--- config.mk ---
export PLATFORM = sky130hd
export DESIGN_NAME = binary_gcd_lcm_unit
export DESIGN_NICKNAME = d
export VERILOG_FILES = /design/src/hdl/bgl_pkg.sv /design/src/hdl/binary_gcd_lcm_unit.sv /design/src/hdl/bgl_engine.sv
export SDC_FILE = /design/constraint.sdc
export NUM_CORES = 2
export LEC_CHECK = 0
export BUFFER_PORTS_ARGS = -buffer_cell sky130_fd_sc_hd__buf_2
export CORE_ASPECT_RATIO = 1.25
export CORE_MARGIN = 2
export CORE_UTILIZATION = 30
export DETAILED_ROUTE_END_ITERATION = 16
export PLACE_DENSITY = 0.44
export SETUP_SLACK_MARGIN = 0.4
export SLEW_MARGIN = 10
export SYNTH_ARGS = -nofsm -noshare
export SYNTH_HDL_FRONTEND = slang
export SYNTH_SLANG_ARGS = --single-unit
--- constraint.sdc ---
create_clock -name aclk -period 18.8 [get_ports aclk]
set_clock_uncertainty 0.2 [all_clocks]
set_input_delay 3.76 -clock aclk [delete_from_list [all_inputs] [get_ports aclk]]
set_output_delay 3.76 -clock aclk [all_outputs]
set_load 0.03 [all_outputs]
--- src/hdl/bgl_pkg.sv ---
// Shared constants, types and sequencer codes for the binary gcd/lcm unit.
`default_nettype none

package bgl_pkg;

    localparam int OPERAND_BITS = 63;
    localparam int SHIFT_W      = $clog2(OPERAND_BITS);
    localparam int S_TDATA_W    = ((2 * OPERAND_BITS + 7) / 8) * 8;
    localparam int M_TDATA_W    = ((2 * OPERAND_BITS + 7) / 8) * 8;

    typedef logic [OPERAND_BITS-1:0] opnd_t;
    typedef logic [SHIFT_W-1:0]      shift_t;

    typedef struct packed {
        logic  start;
        opnd_t a;
        opnd_t b;
    } bgl_req_t;

    typedef struct packed {
        logic  idle;
        logic  done;
        opnd_t gcd;
        opnd_t lcm;
        logic  ovf;
    } bgl_rsp_t;

    typedef enum logic [5:0] {
        S_IDLE  = 6'b000001,
        S_GCD   = 6'b000010,
        S_SHIFT = 6'b000100,
        S_DIV   = 6'b001000,
        S_MUL   = 6'b010000,
        S_DONE  = 6'b100000
    } bgl_state_t;

endpackage

`default_nettype wire

--- src/hdl/binary_gcd_lcm_unit.sv ---
// Top level: stream ports and output register around the gcd/lcm engine.
//
//  channel | dir | fields (low bit up)                    | beat
//  s_axis  | in  | tdata: operand_a, operand_b            | one operand pair
//  m_axis  | out | tdata: gcd_value, lcm_value; tuser: lcm_overflow | one result
//
// Steps: up to 2*OPERAND_BITS gcd rounds (one compare-subtract-shift each),
// one shift step, OPERAND_BITS divide steps, OPERAND_BITS multiply steps and
// one done step; a zero operand goes straight from idle to the done step.
// Reset: aresetn synchronous, active low; clears sequencer and output valid.
// Stalls: s_axis_tready is low while an item is in work or a result waits.
`default_nettype none

module binary_gcd_lcm_unit (
    input  logic                            aclk,
    input  logic                            aresetn,
    input  logic                            s_axis_tvalid,
    output logic                            s_axis_tready,
    input  logic [bgl_pkg::S_TDATA_W-1:0]   s_axis_tdata,  // operand_a, operand_b
    output logic                            m_axis_tvalid,
    input  logic                            m_axis_tready,
    output logic [bgl_pkg::M_TDATA_W-1:0]   m_axis_tdata,  // gcd_value, lcm_value
    output logic                            m_axis_tuser   // lcm_overflow
);
    import bgl_pkg::*;

    localparam int W = OPERAND_BITS;

    bgl_req_t req;
    bgl_rsp_t rsp;

    logic                 m_valid_reg, m_valid_next;
    logic [M_TDATA_W-1:0] m_data_reg, m_data_next;
    logic                 m_user_reg, m_user_next;

    bgl_engine u_engine (
        .aclk    (aclk),
        .aresetn (aresetn),
        .req     (req),
        .rsp     (rsp)
    );

    assign s_axis_tready = rsp.idle & ~m_valid_reg;
    assign req.start     = s_axis_tvalid & s_axis_tready;
    assign req.a         = s_axis_tdata[W-1:0];
    assign req.b         = s_axis_tdata[2*W-1:W];

    always_comb begin
        m_valid_next = m_valid_reg;
        m_data_next  = m_data_reg;
        m_user_next  = m_user_reg;
        if (rsp.done) begin
            m_valid_next            = 1'b1;
            m_data_next             = '0;
            m_data_next[W-1:0]      = rsp.gcd;
            m_data_next[2*W-1:W]    = rsp.lcm;
            m_user_next             = rsp.ovf;
        end else if (m_axis_tready) begin
            m_valid_next = 1'b0;
        end
    end

    always_ff @(posedge aclk) begin
        if (!aresetn) begin
            m_valid_reg <= 1'b0;
        end else begin
            m_valid_reg <= m_valid_next;
        end
    end

    always_ff @(posedge aclk) begin
        m_data_reg <= m_data_next;
        m_user_reg <= m_user_next;
    end

    assign m_axis_tvalid = m_valid_reg;
    assign m_axis_tdata  = m_data_reg;
    assign m_axis_tuser  = m_user_reg;

endmodule

`default_nettype wire

--- src/hdl/bgl_engine.sv ---
// Sequenced datapath: binary gcd, restoring divide a/gcd, shift-add multiply by b.
`default_nettype none

module bgl_engine (
    input  logic               aclk,
    input  logic               aresetn,
    input  bgl_pkg::bgl_req_t  req,
    output bgl_pkg::bgl_rsp_t  rsp
);
    import bgl_pkg::*;

    localparam int     W        = OPERAND_BITS;
    localparam shift_t CNT_LAST = shift_t'(OPERAND_BITS - 1);

    bgl_state_t state_reg, state_next;
    opnd_t      a_reg, a_next;
    opnd_t      b_reg, b_next;
    opnd_t      u_reg, u_next;
    opnd_t      v_reg, v_next;
    opnd_t      g_reg, g_next;
    opnd_t      r_reg, r_next;
    opnd_t      n_reg, n_next;
    opnd_t      acc_reg, acc_next;
    shift_t     k_reg, k_next;
    shift_t     cnt_reg, cnt_next;
    logic       ovf_reg, ovf_next;

    logic           u_gt_v;
    opnd_t          big, lit, diff;
    logic [W:0]     rem_sh, rem_sub;
    logic           rem_ge;
    logic [W+1:0]   mul_sum;
    opnd_t          addend;
    logic           last;

    always_comb begin
        u_gt_v  = u_reg > v_reg;
        big     = u_gt_v ? u_reg : v_reg;
        lit     = u_gt_v ? v_reg : u_reg;
        diff    = big - lit;
        rem_sh  = {r_reg, n_reg[W-1]};
        rem_ge  = rem_sh >= {1'b0, g_reg};
        rem_sub = rem_sh - {1'b0, g_reg};
        addend  = n_reg[W-1] ? b_reg : '0;
        mul_sum = {1'b0, acc_reg, 1'b0} + {2'b00, addend};
        last    = cnt_reg == CNT_LAST;
    end

    always_comb begin
        state_next = state_reg;
        a_next     = a_reg;
        b_next     = b_reg;
        u_next     = u_reg;
        v_next     = v_reg;
        g_next     = g_reg;
        r_next     = r_reg;
        n_next     = n_reg;
        acc_next   = acc_reg;
        k_next     = k_reg;
        cnt_next   = cnt_reg;
        ovf_next   = ovf_reg;
        case (state_reg)
            S_IDLE: begin
                if (req.start) begin
                    a_next   = req.a;
                    b_next   = req.b;
                    u_next   = req.a;
                    v_next   = req.b;
                    k_next   = '0;
                    acc_next = '0;
                    ovf_next = 1'b0;
                    if (req.a == '0 || req.b == '0) begin
                        g_next     = req.a | req.b;
                        state_next = S_DONE;
                    end else begin
                        state_next = S_GCD;
                    end
                end
            end
            S_GCD: begin
                if (u_reg == v_reg) begin
                    state_next = S_SHIFT;
                end else if (!u_reg[0] && !v_reg[0]) begin
                    u_next = u_reg >> 1;
                    v_next = v_reg >> 1;
                    k_next = k_reg + 1'b1;
                end else if (!u_reg[0]) begin
                    u_next = u_reg >> 1;
                end else if (!v_reg[0]) begin
                    v_next = v_reg >> 1;
                end else if (u_gt_v) begin
                    u_next = diff >> 1;
                end else begin
                    v_next = diff >> 1;
                end
            end
            S_SHIFT: begin
                g_next     = u_reg << k_reg;
                r_next     = '0;
                n_next     = a_reg;
                cnt_next   = '0;
                state_next = S_DIV;
            end
            S_DIV: begin
                r_next   = rem_ge ? rem_sub[W-1:0] : rem_sh[W-1:0];
                n_next   = {n_reg[W-2:0], rem_ge};
                cnt_next = cnt_reg + 1'b1;
                if (last) begin
                    cnt_next   = '0;
                    state_next = S_MUL;
                end
            end
            S_MUL: begin
                acc_next = mul_sum[W-1:0];
                if (mul_sum[W+1:W] != 2'b00) begin
                    ovf_next = 1'b1;
                end
                n_next   = {n_reg[W-2:0], 1'b0};
                cnt_next = cnt_reg + 1'b1;
                if (last) begin
                    state_next = S_DONE;
                end
            end
            S_DONE: begin
                state_next = S_IDLE;
            end
            default: begin
                state_next = S_IDLE;
            end
        endcase
    end

    always_ff @(posedge aclk) begin
        if (!aresetn) begin
            state_reg <= S_IDLE;
        end else begin
            state_reg <= state_next;
        end
    end

    always_ff @(posedge aclk) begin
        a_reg   <= a_next;
        b_reg   <= b_next;
        u_reg   <= u_next;
        v_reg   <= v_next;
        g_reg   <= g_next;
        r_reg   <= r_next;
        n_reg   <= n_next;
        acc_reg <= acc_next;
        k_reg   <= k_next;
        cnt_reg <= cnt_next;
        ovf_reg <= ovf_next;
    end

    assign rsp.idle = state_reg == S_IDLE;
    assign rsp.done = state_reg == S_DONE;
    assign rsp.gcd  = g_reg;
    assign rsp.lcm  = ovf_reg ? {W{1'b1}} : acc_reg;
    assign rsp.ovf  = ovf_reg;

    a_gcd_nonzero: assert property (@(posedge aclk) disable iff (!aresetn)
        state_reg == S_GCD |-> (u_reg != '0 && v_reg != '0))
        else $error("gcd operand reached zero");

    a_rem_below_gcd: assert property (@(posedge aclk) disable iff (!aresetn)
        state_reg == S_DIV |-> r_reg < g_reg)
        else $error("divide remainder not below gcd");

    a_div_count_start: assert property (@(posedge aclk) disable iff (!aresetn)
        (state_reg == S_DIV && $past(state_reg) == S_SHIFT) |-> cnt_reg == '0)
        else $error("divide step count not cleared");

    a_done_then_idle: assert property (@(posedge aclk) disable iff (!aresetn)
        state_reg == S_DONE |=> state_reg == S_IDLE)
        else $error("sequencer stuck after done");

endmodule

`default_nettype wire

[Yosys cells after proc, flatten, opt, wreduce, memory -nomap -nowiden]
Cells that the tools add are included.
Widths: inputs -> output; s select.
Word-level totals
  bits in registers: 651
  bits in latches: 0
  memory bits (writable): 0
  bits in read-only memories: 0
  input bits: 132
  output and inout port bits: 131
  logic and storage cells: 115
  memories kept: 0
Operators by class
  $add $sub $neg: 5
  multiply operators: 0
  div/mod/pow operators: 0
  $lt $le $gt $ge: 2
  equal/unequal tests: 20
  shift-type cells: 1
  multiplexer cells: 42
  bitwise operators: 4
  reduce and logical (&&, ||, !) cells: 23
Operators by type and width (count)
  $mux 63: 19
  $pmux 63 s2: 5
  $pmux 63 s3: 1
  $logic_not 63->1: 2
  $sub 63x63->63: 2
  $add 64x63->65: 1
  $ge 64x63->1: 1
  $eq 63x63->1: 1
  $gt 63x63->1: 1
  $or 63x63->63: 1
  $shl 63x6->63: 1
  $mux 6: 9
  $pmux 6 s5: 1
  $pmux 6 s3: 1
  $add 6x1->6 const B: 2
  $eq 6x6->1 const B: 2
  $ne 2x1->1 const B: 6
  $ne 4x4->1 const B: 3
  $pmux 6 s2: 1
  $reduce_and 4->1: 3
  $reduce_bool 2->1: 6
  $reduce_and 5->1: 2
  $reduce_and 3->1: 3
  $eq 6x1->1 const B: 1
  other kinds (15): 22

[Longest topological paths before layout]
  depth in word-level cells: 9
  gate-level depth with buffers: 29
  mapped depth without buffers: 22

[Cells and area by module]
A second synthesis with hierarchy kept.
Unflattened totals
  cells, all modules: 4354
  area total of the unflattened synthesis: 41913.9 µm²
Modules (own cells, without submodules)
  bgl_engine: times used 1, cells an instance 4219, area each 38032.7 µm², sequential area each 15645.0 µm²
  binary_gcd_lcm_unit: times used 1, cells an instance 135, area each 3881.2 µm², sequential area each 3833.7 µm²

[Worst setup path after synthesis]
Ideal clock, no wire load.
  path type: input -> register
  start point: input s_axis_tdata[116] in the netlist's numbering
  end point: register u_engine.g_reg[0] (enable)
  library setup time: 505 ps
  arrival: 7649 ps
  data required time: 18095 ps
  path slack: 10446 ps
  stages: 5
  buffers on the path: 0
  cell sequence: nor4_1 -> nand4_1 -> nor4_1 -> nor3_1 -> a21oi_1
On the way
  word-level cells in the longest chain between the ends: 4
RTL lines
  start, declared: line binary_gcd_lcm_unit.sv:19  | input logic [bgl_pkg::S_TDATA_W-1:0] s_axis_tdata,
  $logic_not 63->1: line bgl_engine.sv:72  | if (req.a == '0 || req.b == '0) begin
  $logic_or 1x1->1: line bgl_engine.sv:72
  $ne 2x1->1 (no source line)
  $reduce_and 3->1 (no source line)
  end signal, assigned: line bgl_engine.sv:146  | g_reg <= g_next;
  end, declared: line bgl_engine.sv:20  | opnd_t g_reg, g_next;
No other way between the ends.
A chain may end at the register's enable or synchronous reset.

[Worst setup path after layout]
  start point: register u_engine.u_reg[60]
  end point: register u_engine.u_reg[41], data pin
On the way
  word-level cells in the longest chain between the ends: 9
  elaborated cells on any way between the ends: 10
  those cells by class: 1 x add/sub; 1 x order compare; 8 x mux
RTL lines
  start, declared: line bgl_engine.sv:18  | opnd_t u_reg, u_next;
  start signal, assigned: line bgl_engine.sv:144  | u_reg <= u_next;
  $gt 63x63->1 (*): line bgl_engine.sv:37  | u_gt_v = u_reg > v_reg;
  $mux 63, on equally long branches: line bgl_engine.sv:38, bgl_engine.sv:39
  $sub 63x63->63 (*): line bgl_engine.sv:40  | diff = big - lit;
  $mux 63 (*): line bgl_engine.sv:91  | end else if (u_gt_v) begin
  $mux 63 (*): line bgl_engine.sv:89  | end else if (!v_reg[0]) begin
  $mux 63 (*): line bgl_engine.sv:87  | end else if (!u_reg[0]) begin
  $mux 63 (*): line bgl_engine.sv:83  | end else if (!u_reg[0] && !v_reg[0]) begin
  $mux 63 (*): line bgl_engine.sv:81  | if (u_reg == v_reg) begin
  $pmux 63 s2 (*): line bgl_engine.sv:62  | case (state_reg)
  net u_engine.u_next[41]: line bgl_engine.sv:18
Mark *: on every way through the listed nets, which the timed path passes. The rest lies on a longest branch. The select of a mux whose other input is x is not followed.

==> metrics.txt <==
status finished, final reports clean; initial antenna violation count 14; clk_lat worst skew 0.71 ns; register area share after synthesis a little under half; Largest register FFs 126; Tightest Pin Transition 1.28 ns; die footprint around 0.14 sq mm; Total GRT Usage between 20 and 25%; #FFs+latches synth 651; Initial Util 30.1%; # port buffers 258; CTS root buf clkbuf_16; area of the multi-input gates 0.0213 sq mm; mapped cell area 0.0423 sq mm; final max-slew violation count 0; Final period util 44.0%; Avg Vias per Cell 5.39; post-synthesis cell type count between 80 and 90; Total Wirelength 171000 um; cell taking the most area after synthesis edfxtp_1; YS warnings 0; Antenna Nets Post-Route 0; share of layout cells above drive strength 1 13.1%; crit start category flip-flop; Synth area leaders edfxtp_1 (46%), ha_1 (5.7%), nand2_1 (5.0%), nor2_1 (4.4%), a21oi_1 (3.8%); hold_buf cts 0; detailed router's first-iteration violation count 2680; first-pass GRT wire length approximately 240000 um; Final Power 7.12 mW; Vias 35060; post-cts sizing count 0; fmax 0.121 GHz; TritonCTS Buffers 76; Finish-stage setup viols 0; final hold viol count 0; I/O pins about 260; design area 0.0481 sq mm; Crit Path Class flip-flop to flip-flop; type of the tightest min-delay check flip-flop to flip-flop; TritonCTS clock tree yes; leakage 18.3 nW; Core Area 0.140 sq mm; DR DRC count 0; Final GP Congestion 0.987; FFs w/ async S/R, synth 0%; final cell count without fillers 6499; DPL Wire Length 130000 um; Main synth FF type edfxtp_1; setup tns final 0 ns; max-cap violation count 0; largest net degree at the start of global routing 89; Req. time, crit path 19.04 ns; min Tclk post-route 8.28 ns; Data arrival, critical path 8.52 ns; Sink Count 651; die span in y 424 um; relative slew slack 14.2%; placed inst area 0.0455 sq mm; CTS Buffer Depth 3; Mapped Avg Cell Area between 9 and 10 sq um; r2r setup slk between 10 and 15 ns; # Post-CTS Setup Buffers 0; Die W 340 um; Routed wire per std cell 26.4 um; Pre-Repair DR Iteration Count 6; fin nets 4893; GRT overflow 0; worst vdd ir around 72 uV; RSZ-0062 raised after global routing no; hold slack final 0.260 ns; Clock Pin Slew Worst Setup and Hold Paths 0.06 ns; Syn Inst Count approximately 4400; worst-path fanout max 58; Cell Pwr Density 148 mW/mm^2; H-tree levels 3; vias in the first global route ~34000; placed cell count approximately 6400; Layout area overhead 13.5%; EDFF count, synth 644; Critical Path Sink Type flip-flop; FF+latch area between 0.015 and 0.02 sq mm; fill count around 15000; post-synth top area share 45.7%; row count 154
-- logic make-up (layout without fill, tap and decap cells) --
kind of cell,Yosys count,after routing,share of synthesized area (%)
xor gates and xnor gates,161,161,3.33
buffers and inverters,425,637,3.99
and+or+nand+nor,1665,1665,18.2
other,1,4,0.00886
muxes,207,207,6.19
AOI/OAI and AO/OA,1106,1106,16.5
adders and majority gates,196,196,5.83
DFF,651,651,46.0
-- worst paths after layout --
| path | from | end | depth (start not counted) |
|---|---|---|---|
| max reg2reg | u_engine.u_reg[60]$_DFFE_PP_ | u_engine.u_reg[41]$_DFFE_PP_ | 21 |
| max | u_engine.u_reg[60]$_DFFE_PP_ | u_engine.u_reg[41]$_DFFE_PP_ | 21 |
| min reg2reg | u_engine.g_reg[2]$_DFFE_PP_ | m_axis_tdata[2]$_DFFE_PP_ | 0 |
| min | u_engine.g_reg[2]$_DFFE_PP_ | m_axis_tdata[2]$_DFFE_PP_ | 0 |
-- synth_stat cells (15+ instances only) --
master,number
mux2_2,36
o21a_1,35
nand4_1,57
a211oi_1,27
buf_1,18
nor4_1,45
mux4_2,40
clkbuf_1,174
a21o_1,96
and3_1,30
o31ai_1,15
xor2_1,78
o31a_1,16
nor2b_1,40
edfxtp_1,644
nand2_1,569
or3_1,20
a31oi_1,26
inv_1,189
buf_2,33
or2_2,69
mux2i_1,130
nand2b_1,86
xnor2_1,83
ha_1,194
nand3_1,69
nor2_1,493
o221ai_1,24
a21oi_1,324
o211ai_1,15
o21bai_1,32
o21ai_0,285
a221oi_1,87
nor3_1,69
and2_1,81
o21ai_1,23
-- area by class of cell --
| class | instances | area share [%] |
|---|---|---|
| multi-input cells | 3337 | 44.3 |
| clock buffers | 101 | 4.32 |
| repair buffers | 309 | 3.48 |
| diodes | 2 | 0.0104 |
| clock inverters | 37 | 1.01 |
| flip-flops and latches | 651 | 40.5 |
| inverters | 190 | 1.49 |
| well taps | 1872 | 4.87 |
-- critical path, cell delays in order, from the launching register on --
cell and delay (ns):
edfxtp_1 0.50, ha_1 0.63, nand4_1 0.41, nor4_1 0.90
o2111a_1 0.36, o31ai_2 0.18, a21oi_4 0.76, buf_4 0.86
nand2_1 0.25, nor2_1 0.14, a21oi_1 0.05, ha_1 0.22
a21oi_1 0.19, a31o_2 0.19, a31o_2 0.19, nor2_1 0.07
or4_1 0.65, nand2_1 0.31, o31ai_1 0.14, xor2_1 0.18
a221oi_1 0.53, nor2_1 0.07
-- per-layer routing --
layer | track usage (%) | up-vias | wire length [um]
li1 | - | 16433 | -
met1 | 29.3 | 17319 | 72000
met2 | 39.5 | 1010 | 82600
met3 | 2.25 | 294 | 7170
met4 | 11.9 | 4 | 9450
met5 | 0 | - | 27
-- power by group --
part / switching [mW] / total, mW / internal, mW
logic: 2.26 / 3.43 / 1.17
clock network: 0.663 / 1.56 / 0.896
registers: 0.222 / 2.13 / 1.91
-- placed cells by master (no fill, tap or decap), types with 32 or more instances in the layout --
master,netlist,routed
a21o_1,96,96
a21oi_1,324,323
a221oi_1,87,87
and2_1,81,81
buf_2,33,258
buf_4,6,51
clkbuf_16,0,78
edfxtp_1,644,644
ha_1,194,194
inv_1,189,188
mux2_2,36,36
mux2i_1,130,130
mux4_2,40,40
nand2_1,569,566
nand2b_1,86,84
nand3_1,69,68
nand4_1,57,57
nor2_1,493,489
nor2b_1,40,40
nor3_1,69,69
nor4_1,45,45
o21a_1,35,35
o21ai_0,285,285
o21bai_1,32,32
or2_2,69,69
xnor2_1,83,83
xor2_1,78,78
-- through the flow --
stage               setup WS (ns)  utilization (%)
finish                      10.52             34.2
global route                10.08             34.2
CTS                         10.35             34.2
detailed placement          10.37             32.4
global placement            10.38             32.4
floorplan                   10.45                -
Note: power is estimated with default switching activity, not from simulation.
